**src/hw/rtl/bhst_pkg.sv**
```systemverilog
// Shared types, constants and arithmetic steps for the bezier handle seed toggle.
package bhst_pkg;

    localparam int FRAC_BITS = 16;
    localparam int CW        = 16;                  // coordinate width
    localparam int DW        = CW + 1;              // coordinate difference width
    localparam int IDX_W     = 10;
    localparam int CNT_W     = 11;
    localparam int SQ_W      = 36;                  // radicand width
    localparam int ROOT_W    = 34;                  // root width, Q.FRAC_BITS
    localparam int REM_W     = ROOT_W + 3;
    localparam int DEN_W     = ROOT_W + 2;          // 3 * tangent length
    localparam int QUO_W     = 32;                  // scale width, Q.FRAC_BITS
    localparam int NUM_W     = ROOT_W + FRAC_BITS;  // dividend width
    localparam int PROD_W    = CW + QUO_W;
    localparam int SQ_ITERS  = 2;
    localparam int SQ_STG    = (SQ_W / 2 + FRAC_BITS) / SQ_ITERS;
    localparam int DV_ITERS  = 2;
    localparam int DV_STG    = QUO_W / DV_ITERS;
    localparam int NLANE     = 3;                   // tangent, first segment, second segment

    localparam logic [CNT_W-1:0]  CNT_MAX = CNT_W'(1024);
    // 0.001 in Q.FRAC_BITS, rounded
    localparam logic [ROOT_W-1:0] TL_MIN  = ROOT_W'(((1 << FRAC_BITS) + 500) / 1000);
    localparam logic [CW-1:0]     HMAX    = CW'(32767);

    typedef struct packed {
        logic [SQ_W-1:0]   rad;
        logic [ROOT_W-1:0] root;
        logic [REM_W-1:0]  rem;
    } sqrt_t;

    typedef struct packed {
        logic [QUO_W-1:0] num;
        logic [DEN_W-1:0] rem;
        logic [DEN_W-1:0] den;
        logic [QUO_W-1:0] quo;
    } div_t;

    typedef struct packed {
        logic                 chg;
        logic                 kill;
        logic                 two;
        logic signed [DW-1:0] tx;
        logic signed [DW-1:0] ty;
        logic                 fail;
        logic                 s2z;
    } side_t;

    function automatic sqrt_t sqrt_iter(sqrt_t a);
        sqrt_t            r;
        logic [REM_W-1:0] rm;
        logic [REM_W-1:0] trial;
        rm     = {a.rem[REM_W-3:0], a.rad[SQ_W-1 -: 2]};
        trial  = {1'b0, a.root, 2'b01};
        r.rad  = {a.rad[SQ_W-3:0], 2'b00};
        if (rm >= trial) begin
            r.rem  = rm - trial;
            r.root = {a.root[ROOT_W-2:0], 1'b1};
        end else begin
            r.rem  = rm;
            r.root = {a.root[ROOT_W-2:0], 1'b0};
        end
        return r;
    endfunction

    function automatic div_t div_iter(div_t a);
        div_t             r;
        logic [DEN_W:0]   r2;
        logic [DEN_W:0]   d;
        r2    = {a.rem, a.num[QUO_W-1]};
        d     = r2 - {1'b0, a.den};
        r.num = {a.num[QUO_W-2:0], 1'b0};
        r.den = a.den;
        if (r2 >= {1'b0, a.den}) begin
            r.rem = d[DEN_W-1:0];
            r.quo = {a.quo[QUO_W-2:0], 1'b1};
        end else begin
            r.rem = r2[DEN_W-1:0];
            r.quo = {a.quo[QUO_W-2:0], 1'b0};
        end
        return r;
    endfunction

endpackage

```
**src/hw/rtl/bhst_sqrt_stage.sv**
```systemverilog
// One pipeline stage of the bit-pair square root (two result bits per stage).
module bhst_sqrt_stage (
    input  logic            aclk,
    input  logic            en,
    input  bhst_pkg::sqrt_t d_in,
    output bhst_pkg::sqrt_t d_out
);
    import bhst_pkg::*;

    sqrt_t st_next;
    sqrt_t st_reg;

    always_comb begin
        st_next = d_in;
        for (int i = 0; i < SQ_ITERS; i++) begin
            st_next = sqrt_iter(st_next);
        end
    end

    always_ff @(posedge aclk) begin
        if (en) begin
            st_reg <= st_next;
        end
    end

    assign d_out = st_reg;

endmodule

```
**config.mk**
```make
export PLATFORM = sky130hd
export DESIGN_NAME = bhst_sqrt_stage
export DESIGN_NICKNAME = d
export VERILOG_FILES = /design/src/hw/rtl/bhst_pkg.sv /design/src/hw/rtl/bhst_sqrt_stage.sv
export SDC_FILE = /design/constraint.sdc
export NUM_CORES = 1
export LEC_CHECK = 0
export BUFFER_PORTS_ARGS = -buffer_cell sky130_fd_sc_hd__buf_2
export CAP_MARGIN = 40
export CORE_MARGIN = 2
export CORE_UTILIZATION = 60
export CTS_BUF_LIST = sky130_fd_sc_hd__clkbuf_8
export CTS_CLUSTER_SIZE = 40
export DETAILED_ROUTE_END_ITERATION = 10
export PLACE_DENSITY_LB_ADDON = 0.12
export SETUP_SLACK_MARGIN = 0.15
export SLEW_MARGIN = 20
export SYNTH_ARGS = -nofsm -noshare
export SYNTH_HDL_FRONTEND = slang
export SYNTH_SLANG_ARGS = --single-unit
```
**constraint.sdc**
```tcl
create_clock -name aclk -period 16.3 [get_ports aclk]
set_input_delay 3.26 -clock aclk [delete_from_list [all_inputs] [get_ports aclk]]
set_output_delay 3.26 -clock aclk [all_outputs]
set_load 0.005 [all_outputs]
```
==> impl_results.md <==
- Mapped Area: 8368 um2
- Global-route wire length before repair: 33120 um
- Leakage: 4.392 nW
- Yosys top cell area share: 0.3696
- Routability Congestion: between 0.9 and 1
- Post-DR vias/cell: about 6
- Layout cells sized above 1: 0.2595
- Nets: around 1300
- CTS sink cnt: 103
- Global Route Usage Sum: 0.2829
- Syn Area/Cell: approximately 9.4 um2
- Die area: 14910 um2
- # diodes: 0
- Port bufs: 209
- Area growth syn-to-layout: 15.31%
- Status: completed
- RSZ-0062 raised after global routing: no
- Max VDD drop: around 0.053 mV
- Synth area leaders: edfxtp_1, ha_1, a21oi_1
- Post_cts resized: 0
- Starting density of the core: 0.6076
- Vias in the first global route: 6818
- Final setup fails: 0
- Worst-margin pin slew: 0.5656 ns
- Power density cells: 105.0 nW/um2
- Max reg flops: a little over 100
- Worst-path maximum fanout: 49
- Fin. Hold Viols: 0
- Yosys warning total: 0
- Flops & latches, synth: 103
- Pin count of the biggest net entering global routing: 68
- Peak Freq: 113.6 MHz
- Slowest-stage cell, CP: ha_1
- H-tree Lvls: 3
- Worst hold slack: ~3 ns
- CTS Hold Buffers Added: 0
- Setup bufs post-CTS: 0
- Post-route ant nets: 0
- Synth async-reset ratio: 0
- Clock Root Buffer: clkbuf_8
- Yosys cell types: 78
- Type of the worst setup path: input port to flop
- HP Class: input port to flop
- Residual DRC: 0
- Post-DP HPWL: 16710 um
- Top Ports: about 220
- Min Tclk post-route: 8.802 ns
- Final wirelength: 21220 um
- CTS Buffer Depth: 2
- Combinational power share: 0.488
- Vias: between 7000 and 8000
- TritonCTS clock tree: yes
- Max incr delay on CP: 0.46 ns
- Dominant synthesized flop cell: edfxtp_1
- Yosys top cell by area: edfxtp_1
- Family with the most delay on the worst path: compound AO/OA/AOI/OAI gates
- Max Cap Viol: 0
- Sequential area share after synthesis: 0.3696
- Crit end category: flop
- NetSw: 0.3802 mW
- Clock power frac: 0.152
- Sequential share of power: 0.360
- Drt wl/cell: 16.86 um
- Worst-path clk slew: 0.11 ns
- Core Area: 13770 um2
- Commonest non-fill, non-tap cell in the layout: buf_2
- Die height: 122.1 um
- TritonCTS Buffers: 9
- Fin. max-slew vios: 0
- Internal power: 0.6325 mW
- Setup TNS: 0 ns
- Most frequent cells in the layout: buf_2, a21oi_1, edfxtp_1, nor2_1, ha_1
- Type of origin of the critical path: input port
- Synthesized instance count: 887
- Worst Path Arrival: between 8 and 9 ns
- CP Data Required Time: 16.45 ns
- Detailed Route Iter0 Violations: 581
- Worst slew margin: 0.6229
- Initial antenna violation count: 0
- # rows: 43
- EDFF count, synth: 103
- Final worst path period share: 0.5400
- Switch share: 0.3754
- Crit path buf inv count: 5
- Gr ovfl total: 0
- Die W: 122.1 um
- Crit path cell chain: buf_2 -> inv_1 -> ha_1 -> nand2_1 -> nor4_2 -> nand4_1 -> a21oi_2 -> nor2_1 -> nand2_2 -> buf_4 -> mux2_2 -> ha_1 -> a21oi_1 -> o21a_1 -> o221ai_1 -> a221oi_1 -> o21ai_0 -> a21oi_1 -> o211ai_2 -> nor2b_4 -> inv_2 -> buf_12 -> mux2_4
- Drt pass-1 iters: 5
==> metal layers <==
metal / up-vias / global-route usage / part of all wire
met5: - / 0 / 0
met4: 0 / 0.1092 / 0.026
met3: 39 / 0.04354 / 0.080
met2: 328 / 0.4644 / 0.46
met1: 3404 / 0.3776 / 0.43
li1: 3623 / - / -
==> final timing paths <==
check / startpoint / end / slack, ns / cells past startpoint
max: d_in[60] / d_out[17] / 7.50 / 23
min: d_in[97] / d_out[101] / 3.03 / 1
==> cell type report <==
class                           instances  area, um2
Sequential cell                       103       3093
Fill cell                            1166       4124
Clock inverter                          7      57.56
Inverter                               60      225.2
Tap cell                              180      225.2
Multi-Input combinational cell        687       4813
Timing Repair Buffer                  213       1111
Clock buffer                            9      123.9
==> metrics by stage <==
step / cell area (um2) / power (mW) / util / cells / setup WS (ns)
after floorplan: 8379 / 0.7217 / - / 890 / 8.380
after global placement: 9420 / 0.8442 / 0.6840 / 1241 / 7.131
after detailed placement: 9440 / 0.8545 / 0.6854 / 1242 / 7.221
after CTS: 9622 / 1.011 / 0.6986 / 1258 / 7.627
after global routing: 9649 / 1.078 / 0.7006 / 1259 / 7.183
final: 9649 / 1.013 / 0.7006 / 1259 / 7.498
==> cell usage after synthesis, types with 3 or more instances <==
| cell | n |
|---|---|
| a21oi_1 | 116 |
| edfxtp_1 | 103 |
| nor2_1 | 75 |
| ha_1 | 72 |
| nand2_1 | 60 |
| inv_1 | 58 |
| o21ai_0 | 52 |
| xnor2_1 | 44 |
| a21o_1 | 35 |
| nand3_1 | 21 |
| xor2_1 | 20 |
| nand4_1 | 17 |
| mux2_4 | 16 |
| clkbuf_1 | 14 |
| nand2b_1 | 14 |
| buf_2 | 12 |
| nor2b_1 | 12 |
| o21bai_1 | 12 |
| nor3_1 | 11 |
| o21a_1 | 8 |
| a31oi_1 | 7 |
| a211oi_1 | 6 |
| buf_4 | 6 |
| a211o_1 | 5 |
| buf_6 | 5 |
| o21ai_1 | 5 |
| a21oi_2 | 4 |
| and3_1 | 4 |
| mux2_2 | 4 |
| nor4_1 | 4 |
| nand2_2 | 3 |
| o211ai_1 | 3 |
| o31ai_1 | 3 |
==> power by group through the flow <==
stage / clock network, mW / registers, mW / logic [mW]
floorplan: 0 / 0.379 / 0.343
global placement: 0 / 0.369 / 0.475
detailed placement: 0 / 0.371 / 0.483
CTS: 0.158 / 0.365 / 0.487
global route: 0.165 / 0.368 / 0.544
finish: 0.154 / 0.364 / 0.495
==> logic make-up after synthesis <==
family	count (synthesis)	share of synthesized area
AO/OA/AOI/OAI	283	0.2188
AND/OR/NAND/NOR	242	0.1435
flip-flops	103	0.3696
buffers and inverters	100	0.05652
adder cells (fa/ha/maj)	72	0.1077
XOR/XNOR	64	0.06699
multiplexers	22	0.03648
other	1	0.0004481
(Power assumes the default switching activity.)
