## src/hw/rtl/bhst_pkg.sv

```systemverilog
// Shared types, constants and arithmetic steps for the bezier handle seed toggle.
package bhst_pkg;

    localparam int FRAC_BITS = 16;
    localparam int CW        = 16;                  // coordinate width
    localparam int DW        = CW + 1;              // coordinate difference width
    localparam int IDX_W     = 10;
    localparam int CNT_W     = 11;
    localparam int SQ_W      = 36;                  // radicand width
    localparam int ROOT_W    = 34;                  // root width, Q.FRAC_BITS
    localparam int REM_W     = ROOT_W + 3;
    localparam int DEN_W     = ROOT_W + 2;          // 3 * tangent length
    localparam int QUO_W     = 32;                  // scale width, Q.FRAC_BITS
    localparam int NUM_W     = ROOT_W + FRAC_BITS;  // dividend width
    localparam int PROD_W    = CW + QUO_W;
    localparam int SQ_ITERS  = 2;
    localparam int SQ_STG    = (SQ_W / 2 + FRAC_BITS) / SQ_ITERS;
    localparam int DV_ITERS  = 2;
    localparam int DV_STG    = QUO_W / DV_ITERS;
    localparam int NLANE     = 3;                   // tangent, first segment, second segment

    localparam logic [CNT_W-1:0]  CNT_MAX = CNT_W'(1024);
    // 0.001 in Q.FRAC_BITS, rounded
    localparam logic [ROOT_W-1:0] TL_MIN  = ROOT_W'(((1 << FRAC_BITS) + 500) / 1000);
    localparam logic [CW-1:0]     HMAX    = CW'(32767);

    typedef struct packed {
        logic [SQ_W-1:0]   rad;
        logic [ROOT_W-1:0] root;
        logic [REM_W-1:0]  rem;
    } sqrt_t;

    typedef struct packed {
        logic [QUO_W-1:0] num;
        logic [DEN_W-1:0] rem;
        logic [DEN_W-1:0] den;
        logic [QUO_W-1:0] quo;
    } div_t;

    typedef struct packed {
        logic                 chg;
        logic                 kill;
        logic                 two;
        logic signed [DW-1:0] tx;
        logic signed [DW-1:0] ty;
        logic                 fail;
        logic                 s2z;
    } side_t;

    function automatic sqrt_t sqrt_iter(sqrt_t a);
        sqrt_t            r;
        logic [REM_W-1:0] rm;
        logic [REM_W-1:0] trial;
        rm     = {a.rem[REM_W-3:0], a.rad[SQ_W-1 -: 2]};
        trial  = {1'b0, a.root, 2'b01};
        r.rad  = {a.rad[SQ_W-3:0], 2'b00};
        if (rm >= trial) begin
            r.rem  = rm - trial;
            r.root = {a.root[ROOT_W-2:0], 1'b1};
        end else begin
            r.rem  = rm;
            r.root = {a.root[ROOT_W-2:0], 1'b0};
        end
        return r;
    endfunction

    function automatic div_t div_iter(div_t a);
        div_t             r;
        logic [DEN_W:0]   r2;
        logic [DEN_W:0]   d;
        r2    = {a.rem, a.num[QUO_W-1]};
        d     = r2 - {1'b0, a.den};
        r.num = {a.num[QUO_W-2:0], 1'b0};
        r.den = a.den;
        if (r2 >= {1'b0, a.den}) begin
            r.rem = d[DEN_W-1:0];
            r.quo = {a.quo[QUO_W-2:0], 1'b1};
        end else begin
            r.rem = r2[DEN_W-1:0];
            r.quo = {a.quo[QUO_W-2:0], 1'b0};
        end
        return r;
    endfunction

endpackage

```

## src/hw/rtl/bhst_div_stage.sv

```systemverilog
// One pipeline stage of the restoring divider (two quotient bits per stage).
module bhst_div_stage (
    input  logic           aclk,
    input  logic           en,
    input  bhst_pkg::div_t d_in,
    output bhst_pkg::div_t d_out
);
    import bhst_pkg::*;

    div_t st_next;
    div_t st_reg;

    always_comb begin
        st_next = d_in;
        for (int i = 0; i < DV_ITERS; i++) begin
            st_next = div_iter(st_next);
        end
    end

    always_ff @(posedge aclk) begin
        if (en) begin
            st_reg <= st_next;
        end
    end

    assign d_out = st_reg;

endmodule

```

## config.mk

```make
export PLATFORM = sky130hd
export DESIGN_NAME = bhst_div_stage
export DESIGN_NICKNAME = d
export VERILOG_FILES = /design/src/hw/rtl/bhst_pkg.sv /design/src/hw/rtl/bhst_div_stage.sv
export SDC_FILE = /design/constraint.sdc
export NUM_CORES = 1
export LEC_CHECK = 0
export BUFFER_PORTS_ARGS = -buffer_cell sky130_fd_sc_hd__buf_2
export CORE_MARGIN = 1.5
export CORE_UTILIZATION = 53
export DETAILED_ROUTE_END_ITERATION = 16
export PLACE_DENSITY = 0.84
export REMOVE_ABC_BUFFERS = 1
export SYNTH_ARGS = -nofsm -noshare
export SYNTH_HDL_FRONTEND = slang
export SYNTH_SLANG_ARGS = --single-unit
```

## constraint.sdc

```tcl
create_clock -name aclk -period 6.6 [get_ports aclk]
set_input_delay 0 -clock aclk [delete_from_list [all_inputs] [get_ports aclk]]
set_output_delay 0 -clock aclk [all_outputs]
set_load 0.05 [all_outputs]
```

==> flow_metrics.env <==
export IMPL_comb_power_share_pct=46.0
export IMPL_tritoncts="done"
export IMPL_critPathBufInv=4
export IMPL_largest_register_ffs=134
export IMPL_cts_buffers=17
export IMPL_p_sw_mw=1.61
export IMPL_cts_htree_levels=4
export IMPL_path_cells="dlygate4sd3_1, buf_2, ha_1, inv_1, fa_1, a211o_1, a21oi_1, o32ai_1, o2111ai_1, nand2_1, a311oi_1, xor2_1, o21ai_0, ha_1, a21oi_1, o21ai_0, a211oi_1, o211ai_1, o32ai_2, a21oi_1, a21o_1, buf_12, mux2_1"
export IMPL_vias=8289
export IMPL_cp_arrival_ns=6.24
export IMPL_fmax_mhz=165
export IMPL_grt_max_degree=78
export IMPL_ctsResizeCount=0
export IMPL_async_reset_ff_share_pct=0
export IMPL_p_per_area_nw_per_um2=316
export IMPL_layout_min_cycle_time_ns=6.07
export IMPL_synth_mux_area_share_pct=6.15
export IMPL_antenna_left=0
export IMPL_clk_pin_slew_worst_paths_ns=0.07
export IMPL_synth_avg_cell_area_sq_um=10.6
export IMPL_maxCapViolCount=0
export IMPL_drt_wl_total_microns=26300
export IMPL_synth_top_family_by_area="compound AO/OA/AOI/OAI gates"
export IMPL_critPathMaxStageDelay_ns=0.52
export IMPL_setup_viol=0
export IMPL_ys_flop_type="edfxtp_1"
export IMPL_synth_cell_type_count=79
export IMPL_area_delta_synth_final_pct=34.8
export IMPL_drcViolationCount=0
export IMPL_antenna_found_initial=2
export IMPL_clkPwrFrac_pct=24.3
export IMPL_die_area_sq_um=18000
export IMPL_critical_path_top_delay_family="compound AO/OA/AOI/OAI gates"
export IMPL_final_core_util_pct=73.8
export IMPL_worst_pin_slew_ns=0.943
export IMPL_die_x_microns=134
export IMPL_rows=47
export IMPL_die_y_microns=134
export IMPL_routed_via_density=5.64
export IMPL_first_global_vias=8031
export IMPL_fin_crit_sh_pct=92.0
export IMPL_synth_compound_area_share_pct=18.9
export IMPL_drive_gt1_share_pct=29.3
export IMPL_wl_per_cell_microns=17.9
export IMPL_synth_top_area_cell="edfxtp_1"
export IMPL_synthSimpleGateAreaFrac_pct=11.6
export IMPL_grt_use_total_pct=29.1
export IMPL_crit_type="in -> reg"
export IMPL_synth_seq_cells=134
export IMPL_drt_iter0_drc=445
export IMPL_initial_core_util_pct=54.7
export IMPL_critPathLaunchType="input pin"
export IMPL_dr_pass1_iters=6
export IMPL_gp_congestion=0.903
export IMPL_port_buffers=269
export IMPL_seqPwrFrac_pct=29.7
export IMPL_synth_edf_count=134
export IMPL_min_path_cells=1
export IMPL_peakVddDrop_uv=215
export IMPL_worst_slack_ns=0.526
export IMPL_synth_most_common_cell="edfxtp_1"
export IMPL_ioPinCount=274
export IMPL_grt_overflow=0
export IMPL_netlist_area_leader_share_pct=44.0
export IMPL_final_nets=1447
export IMPL_yosys_area_share_adder_pct=10.3
export IMPL_yosys_warnings=0
export IMPL_path_max_fanout=33
export IMPL_cp_slowest_cell="dlygate4sd3_1"
export IMPL_syn_inst=860
export IMPL_status="complete, no violations"
export IMPL_relSlewSlack_pct=37.1
export IMPL_p_int_mw=2.29
export IMPL_slew_viol_final=0
export IMPL_fin_tns_setup_ns=0
export IMPL_synth_common_cells="134 x edfxtp_1, 73 x nand2_1, 72 x ha_1"
export IMPL_hold_class="in -> reg"
export IMPL_placed_area_sq_um=10700
export IMPL_swShare_pct=41.3
export IMPL_seq_area_frac_synth_pct=44.0
export IMPL_hold_viol=0
export IMPL_place_ws_ns=0.531
export IMPL_cp_common_cell="a21oi_1"
export IMPL_leakagePower_nw=5.42
export IMPL_required_ns=6.77
export IMPL_synth_cell_area_sq_um=9140
export IMPL_rsz0062_at_grt="no"
export IMPL_hp_start="en"
export IMPL_coreArea_sq_um=16700
export IMPL_hold_path_end="d_out[97]$_DFFE_PP_"
export IMPL_cts_root_buf="clkbuf_16"
export IMPL_dp_hpwl_microns=18900
export IMPL_synth_xor_area_share_pct=4.89
export IMPL_synth_area_leaders="edfxtp_1 44%, ha_1 9.9%, a21oi_1 3.9%, xnor2_1 3.8%, nand2_1 3.0%"
export IMPL_clk_path_buf_depth=2
export IMPL_design_area_sq_um=12300
export IMPL_clock_sinks=134
export IMPL_grt_pass1_wl_microns=40600
export IMPL_critical_path_endpoint_type="flop"
## power by group through the flow
| stage | combinational [mW] | sequential [mW] | clock (mW) |
|---|---|---|---|
| floorplan | 0.830 | 1.63 | 0 |
| global placement | 1.69 | 1.17 | 0 |
| detailed placement | 1.71 | 1.17 | 0 |
| CTS | 1.77 | 1.15 | 0.962 |
| global route | 1.92 | 1.17 | 0.994 |
| finish | 1.79 | 1.16 | 0.949 |
## logic make-up (layout without fill, tap and decap cells)
| family | after synthesis | in the layout |
|---|---|---|
| xor gates and xnor gates | 51 | 51 |
| other | 1 | 4 |
| muxes | 49 | 49 |
| adders and majority gates | 74 | 74 |
| buffers and inverters | 87 | 474 |
| and+or+nand+nor | 215 | 215 |
| AOI/OAI and AO/OA | 249 | 249 |
| DFF | 134 | 134 |
## area by class of cell
cell class              count  area, sq um
diodes                      2         5.00
multi-input cells         640         4750
clock inverters            15          158
well taps                 220          275
fillers                  1151         4380
inverters                  59          221
flip-flops and latches    134         4020
repair buffers            383         2460
clock buffers              17          425
## metal layers
layer / routed length (microns) / GRT usage, % / vias up
met5: 0 / 0 / -
met4: 607 / 9.92 / 0
met3: 1960 / 6.05 / 47
met2: 13400 / 52.0 / 343
met1: 10300 / 34.7 / 3897
li1: - / - / 4002
## per-stage QoR
stage | power [mW] | instances | hold WS [ns]
global route | 4.08 | 1470 | 0.0372
CTS | 3.88 | 1461 | 0.0152
floorplan | 2.46 | 833 | 0.0989
finish | 3.90 | 1470 | 0.0297
detailed placement | 2.88 | 1332 | 0.178
global placement | 2.86 | 1332 | 0.176
## how the worst max path moves through the flow
stage | from | end | slack [ns] | cells past startpoint
global placement | d_in[33] | d_out[74]$_DFFE_PP_ | 0.65 | 22
detailed placement | d_in[33] | d_out[88]$_DFFE_PP_ | 0.53 | 22
floorplan | d_in[33] | d_out[103]$_DFFE_PP_ | 0.10 | 19
global route | d_in[33] | d_out[86]$_DFFE_PP_ | 0.16 | 23
CTS | d_in[33] | d_out[88]$_DFFE_PP_ | 0.38 | 23
finish | d_in[32] | d_out[86]$_DFFE_PP_ | 0.53 | 23
## repair_timing
item | CTS | global route
setup buffers | 0 | 7
setup endpoints to repair | 0 | 33
hold endpoints to repair | 97 | 0
hold buffers | 97 | 0
## layout by cell type, fill, tap and decap left out, types with 7 or more instances in the layout
cell type and n:
nor2b_1 9, inv_1 59, buf_4 16, o211ai_1 8, a21o_1 25, mux2_1 20, o21a_1 12, xor2_1 11
a211oi_1 8, mux2_2 17, edfxtp_1 134, a21oi_1 71, nand2b_1 9, nand2_1 73, xnor2_1 40, a31oi_1 7
nor3_1 13, clkbuf_16 17, mux2i_1 7, nand3_1 25, nor2_1 42, buf_2 268, ha_1 72, o21ai_0 52
dlygate4sd3_1 97
Power figures use the tool's default switching activity.
